`config.mk`:
```
export PLATFORM = sky130hd
export DESIGN_NAME = bsc_apb_regs
export DESIGN_NICKNAME = d
export VERILOG_FILES = /design/src/design/bsc_pkg.sv /design/src/design/bsc_apb_regs.sv
export SDC_FILE = /design/constraint.sdc
export NUM_CORES = 1
export LEC_CHECK = 0
export BUFFER_PORTS_ARGS = -buffer_cell sky130_fd_sc_hd__buf_2
export CORE_ASPECT_RATIO = 1.4
export CORE_MARGIN = 3
export CORE_UTILIZATION = 54
export CTS_BUF_LIST = sky130_fd_sc_hd__clkbuf_16
export DETAILED_ROUTE_END_ITERATION = 8
export HOLD_SLACK_MARGIN = 0.08
export PLACE_DENSITY_LB_ADDON = 0.08
export SYNTH_ARGS = -nofsm -noshare
export SYNTH_HDL_FRONTEND = slang
export SYNTH_SLANG_ARGS = --single-unit
```
`constraint.sdc`:
```
create_clock -name i_clk -period 6.3 [get_ports i_clk]
set_input_delay 0.945 -clock i_clk [delete_from_list [all_inputs] [get_ports i_clk]]
set_output_delay 0.945 -clock i_clk [all_outputs]
set_load 0.01 [all_outputs]
```
`src/design/bsc_pkg.sv`:
```
// Shared types and constants for the barometric sensor compensation block.
// Used by bsc_apb_regs, bsc_pipe and baro_sensor_compensation; no dependencies.
`default_nettype none

package bsc_pkg;

    // Calibration register file layout.
    localparam int NumCoeff  = 6;
    localparam int AddrW     = $clog2(NumCoeff * 4);
    localparam int DataW     = 32;

    // Register indexes on the configuration port (byte address is four times the index).
    typedef enum logic [2:0] {
        REG_SENS_BASE     = 3'd0,
        REG_OFFSET_BASE   = 3'd1,
        REG_SENS_TEMPCO   = 3'd2,
        REG_OFFSET_TEMPCO = 3'd3,
        REG_REF_TEMP      = 3'd4,
        REG_TEMP_SLOPE    = 3'd5
    } t_reg_idx;

    // Datapath pipeline depth, one valid bit per stage.
    localparam int NumStages = 9;

    // Temperature breakpoints in centidegrees.
    localparam int TempRef  = 2000;
    localparam int TempCold = -1500;

    // Shift amounts of the compensation polynomial.
    localparam int ShTemp = 23;
    localparam int ShT2   = 31;
    localparam int ShOff  = 7;
    localparam int ShSens = 8;
    localparam int ShProd = 21;
    localparam int ShPres = 15;

    // Calibration words plus the precomputed bad-calibration flag.
    typedef struct packed {
        logic [15:0] sens_base;
        logic [15:0] offset_base;
        logic [15:0] sens_tempco;
        logic [15:0] offset_tempco;
        logic [15:0] ref_temp;
        logic [15:0] temp_slope;
        logic        cal_bad;
    } t_coeffs;

    // Pipeline occupancy as seen from the top level.
    typedef struct packed {
        logic [NumStages-1:0] vld;
        logic                 full;
    } t_pipe_stat;

endpackage

`default_nettype wire

```
`src/design/bsc_apb_regs.sv`:
```
// APB-style register file holding the six 16-bit calibration words.
// Depends on bsc_pkg for the register map and the coefficient struct.
`default_nettype none

module bsc_apb_regs (
    input  wire logic                      i_clk,
    input  wire logic                      i_rst_n,
    input  wire logic                      psel,
    input  wire logic                      penable,
    input  wire logic                      pwrite,
    input  wire logic [bsc_pkg::AddrW-1:0] paddr,
    input  wire logic [bsc_pkg::DataW-1:0] pwdata,
    output logic      [bsc_pkg::DataW-1:0] prdata,
    output logic                           pready,
    output bsc_pkg::t_coeffs               o_coeffs
);
    import bsc_pkg::*;

    logic [15:0] r_coeff [NumCoeff];
    t_reg_idx    reg_idx;
    logic        wr_en;
    logic [15:0] any_bits;
    logic [15:0] all_bits;

    // Word index from the byte address; the low two bits are ignored.
    assign reg_idx = t_reg_idx'(paddr[AddrW-1:2]);
    assign wr_en   = psel && penable && pwrite;
    assign pready  = 1'b1;

    // Register writes; indexes past the last register are dropped.
    always_ff @(posedge i_clk) begin
        if (!i_rst_n) begin
            for (int k = 0; k < NumCoeff; k++) begin
                r_coeff[k] <= '0;
            end
        end else if (wr_en) begin
            unique case (reg_idx)
                REG_SENS_BASE:     r_coeff[REG_SENS_BASE]     <= pwdata[15:0];
                REG_OFFSET_BASE:   r_coeff[REG_OFFSET_BASE]   <= pwdata[15:0];
                REG_SENS_TEMPCO:   r_coeff[REG_SENS_TEMPCO]   <= pwdata[15:0];
                REG_OFFSET_TEMPCO: r_coeff[REG_OFFSET_TEMPCO] <= pwdata[15:0];
                REG_REF_TEMP:      r_coeff[REG_REF_TEMP]      <= pwdata[15:0];
                REG_TEMP_SLOPE:    r_coeff[REG_TEMP_SLOPE]    <= pwdata[15:0];
                default: ;
            endcase
        end
    end

    // Read mux; unmapped addresses read as zero.
    always_comb begin
        unique case (reg_idx)
            REG_SENS_BASE:     prdata = DataW'(r_coeff[REG_SENS_BASE]);
            REG_OFFSET_BASE:   prdata = DataW'(r_coeff[REG_OFFSET_BASE]);
            REG_SENS_TEMPCO:   prdata = DataW'(r_coeff[REG_SENS_TEMPCO]);
            REG_OFFSET_TEMPCO: prdata = DataW'(r_coeff[REG_OFFSET_TEMPCO]);
            REG_REF_TEMP:      prdata = DataW'(r_coeff[REG_REF_TEMP]);
            REG_TEMP_SLOPE:    prdata = DataW'(r_coeff[REG_TEMP_SLOPE]);
            default:           prdata = '0;
        endcase
    end

    // Calibration is rejected when every word is zero or every word is all ones.
    always_comb begin
        any_bits = '0;
        all_bits = '1;
        for (int k = 0; k < NumCoeff; k++) begin
            any_bits = any_bits | r_coeff[k];
            all_bits = all_bits & r_coeff[k];
        end
    end

    assign o_coeffs.sens_base     = r_coeff[REG_SENS_BASE];
    assign o_coeffs.offset_base   = r_coeff[REG_OFFSET_BASE];
    assign o_coeffs.sens_tempco   = r_coeff[REG_SENS_TEMPCO];
    assign o_coeffs.offset_tempco = r_coeff[REG_OFFSET_TEMPCO];
    assign o_coeffs.ref_temp      = r_coeff[REG_REF_TEMP];
    assign o_coeffs.temp_slope    = r_coeff[REG_TEMP_SLOPE];
    assign o_coeffs.cal_bad       = (any_bits == '0) || (all_bits == '1);

endmodule

`default_nettype wire

```
Word-level counts from Yosys, hierarchy flattened
Memory sizes are Yosys's and may differ from the RTL's.
Index checks and enable logic that the tools add are counted.
{ "word_totals": {"register_bits": 0, "ramBits": 96, "output_inout_bits": 130, "wordCells": 60, "mem_count": 1} }
{ "op_classes": {"eq_ne": 6, "n_mux": 32, "bitwise_logic": 16, "n_reduce_logical": 5} }
{ "mem_list": {"columns": ["name", "words", "word_bits", "read_ports", "rd_clocked_by_memory_dff", "wr", "line", "source"], "rows": [
  ["r_coeff", 6, 16, 6, 0, 6, "bsc_apb_regs.sv:19", "logic [15:0] r_coeff [NumCoeff];"]
]} }
{ "op_table": {"columns": ["op", "count"], "rows": [
  ["$mux W16", 6],
  ["$pmux W16 S6", 1],
  ["$and A16 B16 Y16", 5],
  ["$or A16 B16 Y16", 5],
  ["$mux W1", 25],
  ["$eq A16 B16 Y1 const B", 1],
  ["$logic_not A16 Y1", 1],
  ["$eq A3 B2 Y1 const B", 2],
  ["$eq A3 B3 Y1 const B", 2],
  ["$or A1 B1 Y1", 6],
  ["$eq A3 B1 Y1 const B", 1],
  ["$logic_not A3 Y1", 1],
  ["$logic_and A1 B1 Y1", 2],
  ["$logic_or A1 B1 Y1", 1]
]} }

Depth between registers and ports, before layout
Gate-level depths: netlist (run 1).
An unclocked memory read counts as a cell.
{ "logic_depth": {"depth_word": 8, "depth_mapped": 7} }

Least setup slack after synthesis (run 1)
No wires, ideal clock.
{ "synth_path": {"path_type": "input port to flip-flop", "from": "input paddr[2] (netlist bit)", "to": "memory r_coeff[4][0] (enable)", "setup_time_ps": 411, "arrival_ps": 2682, "setup_slack_ps": 3207, "cell_stages": 3, "path_cell_list": "buf_2 or3b_1 o21ai_0"} }
{ "synth_rtl": {"columns": ["item", "line", "source"], "rows": [
  ["from (decl)", "bsc_apb_regs.sv:11", "input wire logic [bsc_pkg::AddrW-1:0] paddr,"],
  ["to (decl)", "bsc_apb_regs.sv:19", null]
]} }

Worst setup path in the final report (run 1)
{ "layout_path": {"from": "input paddr[4] (netlist bit)", "to": "output prdata[0] (netlist bit)"} }
{ "layout_between": {"elab_chain_len": 2, "word_cells_on_any_way": 7, "cone_classes": "eq/ne (5); mux (1); reduce/logical (1)"} }
{ "layout_lines": {"columns": ["item", "line", "source"], "rows": [
  ["$eq A3 B3 Y1, or another cell as far along", "bsc_apb_regs.sv:51", "unique case (reg_idx)"],
  ["$pmux W16 S6 (*)", "bsc_apb_regs.sv:51", null],
  ["to (decl)", "bsc_apb_regs.sv:13", "output logic [bsc_pkg::DataW-1:0] prdata,"]
]} }
Every way passes the cells marked *; elsewhere a longest branch is shown, timed or not.

==> results of run 1 <==
cells by family after synthesis:
family	after synthesis	synth area share, %
flops	96	60.7
buf+inv	36	5.14
simple gates	199	25.6
compound gates	55	8.33
other cells	2	0.158
power by group:
group / internal, W / switching [W] / total (W)
combinational: 0.0000571 / 0.0000999 / 0.000157
clock: 0.000260 / 0.000219 / 0.000479
sequential: 0.000740 / 0.0000460 / 0.000786
metrics by stage:
step                util (%)  hold slack (ns)
CTS                     68.1            0.932
global route            68.1            0.949
finish                  68.1            0.936
detailed placement      65.0             1.28
global placement        65.0             1.28
floorplan                  -             1.14
metal layers:
| layer | GRT usage, % | vias up |
|---|---|---|
| li1 | - | 1743 |
| met1 | 38.1 | 1965 |
| met2 | 52.1 | 312 |
| met3 | 4.20 | 58 |
| met4 | 17.6 | 0 |
| met5 | 0 | - |
worst max path at each step:
stage | endpoint | depth (start not counted)
2_1_floorplan | r_coeff[4][0] | 3
3_3_place_gp | prdata[0] | 6
3_5_place_dp | prdata[0] | 6
4_1_cts | prdata[0] | 6
5_1_grt | prdata[0] | 6
6_report | prdata[0] | 6
cell usage in the layout (no fill, tap or decap):
cell | synthesis | layout
sky130_fd_sc_hd__buf_4 | 18 | 8
sky130_fd_sc_hd__nor2_1 | 7 | 7
sky130_fd_sc_hd__nand3b_1 | 2 | 2
sky130_fd_sc_hd__conb_1 | 2 | 17
sky130_fd_sc_hd__clkbuf_16 | 0 | 9
sky130_fd_sc_hd__buf_2 | 15 | 136
sky130_fd_sc_hd__nand4_1 | 32 | 32
sky130_fd_sc_hd__nand3_1 | 17 | 17
sky130_fd_sc_hd__and3b_1 | 2 | 2
sky130_fd_sc_hd__nor3_2 | 1 | 1
sky130_fd_sc_hd__nor2_2 | 2 | 2
sky130_fd_sc_hd__clkinv_2 | 0 | 3
sky130_fd_sc_hd__clkinv_1 | 0 | 3
sky130_fd_sc_hd__edfxtp_1 | 96 | 96
sky130_fd_sc_hd__or3_1 | 1 | 1
sky130_fd_sc_hd__a22oi_1 | 48 | 48
sky130_fd_sc_hd__or3b_1 | 1 | 1
sky130_fd_sc_hd__nor3b_2 | 1 | 1
sky130_fd_sc_hd__nand2_1 | 4 | 4
sky130_fd_sc_hd__o21ai_1 | 0 | 6
sky130_fd_sc_hd__nor4_1 | 31 | 31
sky130_fd_sc_hd__and2_1 | 98 | 98
sky130_fd_sc_hd__inv_1 | 0 | 1
sky130_fd_sc_hd__o21ai_0 | 7 | 1
final cells by class:
cell class / count / area [µm²]
multi-input combinational: 271 / 1680
sequential: 96 / 2880
clock inverter: 7 / 30.0
fill: 651 / 2660
clock buffer: 9 / 225
timing repair buffer: 144 / 741
tap: 102 / 128
==> results by group, run 1 <==
Flow run
  – Number of max-capacitance violations reported: 0

Clock tree
  – Number of buffers added to fix hold violations after cts: 0
  – H-tree lvl count: 3
  – Clock-pin slew of the registers on the worst-case setup and hold paths: ~0.070 ns
  – Bufs on Longest Clock Path: 2
  – Number of buffers inserted to repair setup after CTS: 0
  – Total of cells resized after clock tree synthesis: 0
  – Number of buffers added by the clock tree synthesis step: 9
  – Library cell used as clock root buffer: sky130_fd_sc_hd__clkbuf_16
  – TritonCTS clock tree: yes
  – CTS Sinks: 96

Logic synthesis
  – Post-synthesis cell type count: 20
  – Synthesized area per cell: between 10 and 15 µm²
  – Dominant cells by area after synthesis: sky130_fd_sc_hd__edfxtp_1 61%, sky130_fd_sc_hd__and2_1 13%, sky130_fd_sc_hd__a22oi_1 7.6%, sky130_fd_sc_hd__nand4_1 4.2%, sky130_fd_sc_hd__nor4_1 4.1%
  – Most used standard cells in the synthesized netlist: 98 x sky130_fd_sc_hd__and2_1, 96 x sky130_fd_sc_hd__edfxtp_1, 48 x sky130_fd_sc_hd__a22oi_1, 32 x sky130_fd_sc_hd__nand4_1, 31 x sky130_fd_sc_hd__nor4_1
  – Synthesized flop and latch total: 96
  – Proportion of register bits with asynchronous set or reset after synthesis: 0%
  – Sequential share of the synthesized area: between 60% and 70%
  – Yosys top cell by area: sky130_fd_sc_hd__edfxtp_1
  – Most numerous cell in the Yosys netlist: sky130_fd_sc_hd__and2_1
  – Ys flop type: sky130_fd_sc_hd__edfxtp_1
  – Share of the synthesized area in the top cell type: roughly three fifths
  – Post-synth EDFFs: between 90 and 100
  – Cell count after synthesis: 388
  – Post-Syn Area: ~0.0047 mm²
  – Count of yosys warnings during synthesis: 0

Floorplan
  – Starting Density: between 50 and 60%
  – Placeable Area: approximately 0.0083 mm²
  – Count of standard-cell rows: 39
  – Y dimension of the die: around 120 µm
  – Die outline area: between 0.009 and 0.01 mm²
  – Die X: around 85 µm
  – I/O pins: 172

Routing
  – Antenna-violating nets left: 0
  – Post-DR vias/cell: about 6.5
  – WL met2: around 7.7 mm
  – DR WL met3: 1.50 mm
  – Top metal layer carrying routed signals: met4
  – Aggregate routed wire length: approximately 15 mm
  – Mean routed wirelength per cell: ~24 µm
  – Wire length on met1: 5.36 mm
  – First-iteration detailed-routing DRC count: ~450
  – 1st-pass router iterations: 5
  – Final routed DRC violation total: 0
  – Vias: roughly 4100

Worst setup path
  – Cell type of the slowest stage on the worst timing path: sky130_fd_sc_hd__and2_1
  – Maximum single-stage delay on the critical path: 0.72 ns
  – Required time worst endpoint: roughly 5.4 ns
  – Number of buffers and inverters on the critical path: 2
  – Kind of cell adding the most delay to the critical path: simple AND/OR/NAND/NOR gates
  – Cell breakdown of the critical path: buf_2, nor2_1, and2_1, a22oi_1, nand3_1, buf_2
  – Data arrival, critical path: approximately 2.5 ns
  – Critical Path End Type: output port
  – Most repeated library cell on the critical path: sky130_fd_sc_hd__buf_2
  – Maximum net fanout on the critical path: 16
  – Critical Path Source Type: input port
  – Category of the critical setup timing path: in2out
  – Worst setup path startpoint: paddr[4]

Timing
  – Total of endpoints with negative setup slack in the final report: 0
  – Max transition margin: between 10% and 20%
  – Fmax: 0.292 GHz
  – Period minus WS final: 3.42 ns
  – Max-slew violation total from the final report: 0
  – Setup tns final: 0 ns
  – Worst-Margin Slew: 1.32 ns
  – Crit path setup slack, layout: ~2.9 ns
  – Period utilization: a little over half
  – Setup repair after global routing missed its margin: false
  – Final number of hold-violating endpoints: 0

Layout
  – Final nets: 564
  – Number of inserted diodes: 0
  – Layout cells sized above 1: 30.4%
  – Largest register FFs: 96
  – Most flop-heavy register: r_coeff
  – Regs by FF count: r_coeff (96)
  – Post-Layout Cell Count: between 600 and 700
  – Final design area excluding fillers: between 0.005 and 0.006 mm²
  – Synth-to-layout area growth: 19.7%

Run status
  – Result of the run: complete, no violations

Power and ir drop
  – Leakage: 2.18 nW
  – P per Cell Area: ~250 mW/mm²
  – Maximum vdd drop: between 0.00015 and 0.0002 V
  – Power, Total: roughly 0.0014 W

Hold path
  – Depth of the worst hold-timing path: 2
  – Hold crit path type: in2reg
  – Hold_sp: pwdata[0]
  – Worst-case hold path end point: r_coeff[3][0]

Global routing
  – First-pass GRT wire length: ~22 mm
  – Number of global-route vias before repair: ~3900
  – Overall routing resource usage: 30.8%
  – Aggregate global routing overflow: 0
  – Maximum number of pins on one net before global-route repair: 17
  – Initial antenna violation count: 0

Place
  – Cell count after placement: about 600
  – Post-DP HPWL: between 10 and 15 mm
  – Worst Setup Slack post-DPL: 2.88 ns
  – Instance area at placement: around 0.0054 mm²
  – Port Buf Inserts: around 140
  – Global placer's final weighted congestion: about 0.89
No activity file was read; power rests on OpenSTA's default activity.
==> inputs of run 2 (changes only) <==
CORE_UTILIZATION = 45   (was 54)
clock period = 3.1 ns   (was 6.3 ns; I/O delays follow)
==> run 2 against run 1 <==
First-iteration DRC count down 13%. Worst setup slack worse by 2.4 ns. Core utilization down 11 points. Non-clock buffer count up 11. Sequential cell count unchanged. Hold slack worse by 0.48 ns. Highest routed layer unchanged. Final cell count up 6.8%. Critical endpoint is now o_coeffs[0]. Global-route usage down 3.9 points.
==> results by group, run 2 (synthesis results as in run 1) <==
Run status
  – Result of the run: complete, no violations

Routing
  – First-iteration detailed-routing DRC count: a little under 400
  – Antenna-violating nets left: 0
  – Mean routed wirelength per cell: around 23 µm
  – Vias: about 4100
  – Aggregate routed wire length: about 16 mm
  – Final routed DRC violation total: 0
  – Post-DR vias/cell: about 6.0
  – 1st-pass router iterations: 6

Floorplan
  – Die outline area: roughly 0.012 mm²
  – Count of standard-cell rows: 43
  – Starting Density: roughly 47%
  – Die X: between 90 and 100 µm
  – Placeable Area: roughly 0.01 mm²
  – I/O pins: ~170
  – Y dimension of the die: about 130 µm

Worst setup path
  – Required time worst endpoint: approximately 2.6 ns
  – Maximum single-stage delay on the critical path: between 0.6 and 0.7 ns
  – Data arrival, critical path: between 2 and 2.5 ns
  – Critical Path Source Type: flop
  – Critical Path End Type: output port
  – Most repeated library cell on the critical path: sky130_fd_sc_hd__nor4_1
  – Maximum net fanout on the critical path: 4
  – Category of the critical setup timing path: reg2out
  – Cell type of the slowest stage on the worst timing path: sky130_fd_sc_hd__nor4_1
  – Cell breakdown of the critical path: nor4_1, nand4_1, nor4_1, nand2_1, o21ai_0, buf_2

Clock tree
  – Library cell used as clock root buffer: sky130_fd_sc_hd__clkbuf_16
  – Bufs on Longest Clock Path: 2
  – Number of buffers inserted to repair setup after CTS: 0
  – Number of buffers added by the clock tree synthesis step: 9
  – Total of cells resized after clock tree synthesis: 0
  – H-tree lvl count: 3
  – Clock-pin slew of the registers on the worst-case setup and hold paths: 0.07 ns
  – CTS Sinks: 96
  – TritonCTS clock tree: yes
  – Number of buffers added to fix hold violations after cts: 0

Global routing
  – Aggregate global routing overflow: 0
  – Maximum number of pins on one net before global-route repair: 17
  – Met1 track utilization from global routing: 35.7%
  – Initial antenna violation count: 0
  – Met2 demand-to-capacity share in global routing: 43.5%
  – First-pass GRT wire length: about 23 mm
  – Busiest layer in global routing: met2
  – Number of global-route vias before repair: ~4000
  – Overall routing resource usage: 26.9%
  – Met3 track utilization from global routing: roughly 5.8%

Place
  – Global placer's final weighted congestion: between 0.8 and 0.9
  – Port Buf Inserts: 136
  – Post-DP HPWL: 10.9 mm
  – Cell count after placement: approximately 660

Timing
  – Period minus WS final: 2.64 ns
  – Worst-Margin Slew: 0.864 ns
  – Period utilization: a little under nine tenths
  – Final number of hold-violating endpoints: 0
  – Fmax: approximately 0.38 GHz
  – Total of endpoints with negative setup slack in the final report: 0
  – Setup tns final: 0 ns
  – Max transition margin: a little over two fifths
  – Max-slew violation total from the final report: 0
  – Setup repair after global routing missed its margin: false

Layout
  – Number of inserted diodes: 0
  – Synth-to-layout area growth: 22.3%
  – Post-Layout Cell Count: ~670
  – Layout cells sized above 1: about a third
  – Commonest non-fill, non-tap cell in the layout: sky130_fd_sc_hd__buf_2
  – Regs by FF count: r_coeff (96)
  – Commonest cells after routing, fill and taps aside: 136 x sky130_fd_sc_hd__buf_2, 98 x sky130_fd_sc_hd__and2_1, 96 x sky130_fd_sc_hd__edfxtp_1
  – Largest register FFs: 96
  – Final nets: 575
  – Post-layout utilization of the core: 57.4%
  – Most flop-heavy register: r_coeff

Power and ir drop
  – Power, Total: 0.00291 W
  – Leakage: 2.24 nW
  – Maximum vdd drop: 0.000369 V
  – P per Cell Area: 502 mW/mm²

Hold path
  – Hold crit path type: in2reg

Flow run
  – Number of max-capacitance violations reported: 0
[run 2: cell types whose count changed in the layout (fill, tap and decap cells not counted), sizes merged]
cell / change
buf: +11
clkinv: -2
inv: +1
[run 2: worst paths after layout]
check | start | endpoint | cells past startpoint
setup / recovery | r_coeff[2][3] | o_coeffs[0] | 6
hold / removal | pwdata[6] | r_coeff[3][6] | 2
[run 2: power by group]
part / total (W) / internal (W) / switching, W
Sequential: 0.00160 / 0.00150 / 0.0000939
Combinational: 0.000327 / 0.000121 / 0.000206
Clock: 0.000990 / 0.000530 / 0.000460
[run 2: final cells by class]
class / instances / area, µm²
Clock buffer: 9 / 225
Clock inverter: 6 / 30.0
Fill cell: 926 / 4310
Multi-Input combinational cell: 271 / 1680
Sequential cell: 96 / 2880
Tap cell: 135 / 169
Timing Repair Buffer: 155 / 823
[run 2: layer usage]
metal | up-vias | wire, µm
met5 | - | 0
met4 | 0 | 328
met3 | 34 | 1530
met2 | 288 | 7720
met1 | 1972 | 6180
li1 | 1762 | -
[run 2: stage by stage]
stage / hold slack [ns] / setup slack, ns / area (µm²)
floorplan: 0.663 / 0.487 / 4800
global placement: 0.796 / 0.827 / 5550
detailed placement: 0.810 / 0.814 / 5550
CTS: 0.458 / 0.481 / 5810
global route: 0.471 / 0.399 / 5810
finish: 0.457 / 0.458 / 5810
[run 2: critical path, delay by kind of cell (launching register included)]
family                 cells  cell delay (ns)
DFF                        1             0.44
AOI/OAI and AO/OA          1             0.10
buffers and inverters      1             0.18
and+or+nand+nor            4             1.12
==> inputs of run 3 (changes only) <==
GPL_TIMING_DRIVEN = 0   (was default)
==> run 3 against run 2 <==
Cell area is 4.6% higher. Sequential power hardly changed. Final cell count is 3.4% higher. First-iteration DRC count is 17% higher. Clock-buffer cell count stayed put. Non-clock buffer count is 22 higher. Largest power group unchanged. Highest routed layer unchanged.
==> results by group, run 3 (synthesis results as in run 1) <==
Timing
  – Setup repair after global routing missed its margin: false
  – Hold Slack: approximately 0.45 ns
  – Worst-Margin Slew: around 0.84 ns
  – Final number of hold-violating endpoints: 0
  – Max-slew violation total from the final report: 0
  – Period minus WS final: around 2.7 ns
  – Max transition margin: between 40% and 50%
  – Fmax: around 0.37 GHz
  – Setup tns final: 0 ns
  – Period utilization: 87.9%
  – Crit path setup slack, layout: 0.374 ns
  – Total of endpoints with negative setup slack in the final report: 0

Layout
  – Commonest cells after routing, fill and taps aside: 150 x sky130_fd_sc_hd__buf_2, 98 x sky130_fd_sc_hd__and2_1, 96 x sky130_fd_sc_hd__edfxtp_1
  – Number of inserted diodes: 0
  – Largest register FFs: 96
  – Most flop-heavy register: r_coeff
  – Layout cells sized above 1: 35.9%
  – Regs by FF count: r_coeff (96)
  – Post-Layout Cell Count: 695
  – Final nets: 597
  – Commonest non-fill, non-tap cell in the layout: sky130_fd_sc_hd__buf_2
  – Synth-to-layout area growth: 28.0%

Global routing
  – First-pass GRT wire length: between 20 and 25 mm
  – Maximum number of pins on one net before global-route repair: 16
  – Aggregate global routing overflow: 0
  – Overall routing resource usage: between 20% and 30%
  – Number of global-route vias before repair: around 4000
  – Initial antenna violation count: 0

Hold path
  – Worst-case hold path end point: r_coeff[3][6]
  – Hold crit path type: in2reg
  – Hold_sp: pwdata[6]
  – Depth of the worst hold-timing path: 2

Power and ir drop
  – Power share of the combinational group: 11.8%
  – Net Sw Frac: between 20% and 30%
  – Maximum vdd drop: 0.000301 V
  – Switch Pwr: 0.000784 W
  – Portion of total power attributed to the clock network: about 36%
  – P per Cell Area: between 500 and 600 mW/mm²
  – Proportion of power drawn by flip-flops and latches: 52.5%
  – Leakage: about 2.4 nW
  – Internal Dissipation: between 0.002 and 0.0025 W
  – Power, Total: between 0.003 and 0.004 W

Worst setup path
  – Critical Path Source Type: input port
  – Data arrival, critical path: roughly 2.3 ns
  – Logic depth of the worst setup path including buffers: 7
  – Most repeated library cell on the critical path: sky130_fd_sc_hd__buf_2
  – Required time worst endpoint: approximately 2.6 ns
  – Critical Path End Type: output port
  – Maximum single-stage delay on the critical path: about 0.7 ns
  – Category of the critical setup timing path: in2out
  – Cell type of the slowest stage on the worst timing path: sky130_fd_sc_hd__nor3_2
  – Cell breakdown of the critical path: buf_2, buf_6, nor3_2, buf_2, a22oi_1, nand3_1, buf_2
  – Maximum net fanout on the critical path: 10
  – Number of buffers and inverters on the critical path: 4
  – Kind of cell adding the most delay to the critical path: buffers and inverters

Floorplan
  – Die outline area: around 0.012 mm²
  – Starting Density: between 40% and 50%
  – I/O pins: 172
  – Y dimension of the die: about 130 µm
  – Die X: 92.8 µm
  – Placeable Area: roughly 0.01 mm²
  – Count of standard-cell rows: 43

Routing
  – First-iteration detailed-routing DRC count: between 400 and 500
  – 1st-pass router iterations: 5
  – Aggregate routed wire length: between 15 and 20 mm
  – Final routed DRC violation total: 0
  – Post-DR vias/cell: about 6.0
  – Antenna-violating nets left: 0
  – Vias: 4181
  – Mean routed wirelength per cell: between 20 and 25 µm

Clock tree
  – Number of buffers added by the clock tree synthesis step: 9
  – TritonCTS clock tree: yes
  – Library cell used as clock root buffer: sky130_fd_sc_hd__clkbuf_16
  – Number of buffers added to fix hold violations after cts: 0
  – Total of cells resized after clock tree synthesis: 0
  – Bufs on Longest Clock Path: 2
  – H-tree lvl count: 3
  – CTS Sinks: 96
  – Clock-pin slew of the registers on the worst-case setup and hold paths: approximately 0.07 ns
  – Number of buffers inserted to repair setup after CTS: 0

Place
  – Global placer's final weighted congestion: between 0.8 and 0.9
  – Worst Setup Slack post-DPL: around 0.46 ns
  – Port Buf Inserts: between 100 and 150
  – Cell count after placement: approximately 680
  – Post-DP HPWL: ~12 mm

Flow run
  – Number of max-capacitance violations reported: 0

Run status
  – Result of the run: complete, no violations
==> run 3: worst max path at each step <==
stage	from	end	slack [ns]
2_1_floorplan	paddr[2]	r_coeff[4][0]	0.49
3_3_place_gp	paddr[2]	r_coeff[4][14]	-0.75
3_5_place_dp	paddr[3]	prdata[10]	0.46
4_1_cts	r_coeff[2][3]	o_coeffs[0]	0.41
5_1_grt	r_coeff[2][3]	o_coeffs[0]	0.33
6_report	paddr[3]	prdata[10]	0.37
==> run 3: layout make-up <==
type,instances,area [µm²]
multi-input combinational,271,1700
sequential,96,2880
clock buffer,9,225
clock inverter,7,63.8
timing repair buffer,141,791
buffer,36,244
tap,135,169
fill,881,4040
==> run 3: power by group through the flow <==
stage / logic [W] / registers, W / clock network [W]
after floorplan: 0.000133 / 0.00163 / 0
after global placement: 0.000333 / 0.00163 / 0
after detailed placement: 0.000360 / 0.00162 / 0
after CTS: 0.000360 / 0.00160 / 0.00109
after global routing: 0.000385 / 0.00161 / 0.00115
final: 0.000361 / 0.00160 / 0.00109
==> run 3: metal layers <==
layer	track usage, %	share of wire [%]	vias to the layer above
li1	-	-	1814
met1	34.8	37	1983
met2	44.2	49	334
met3	5.83	10	50
met4	13.6	3.7	0
met5	0	0	-
==> run 3: stage by stage <==
step | util (%) | cell area [µm²]
CTS | 60.0 | 6070
global route | 60.0 | 6070
global placement | 55.8 | 5650
detailed placement | 57.2 | 5780
floorplan | - | 4800
finish | 60.0 | 6070
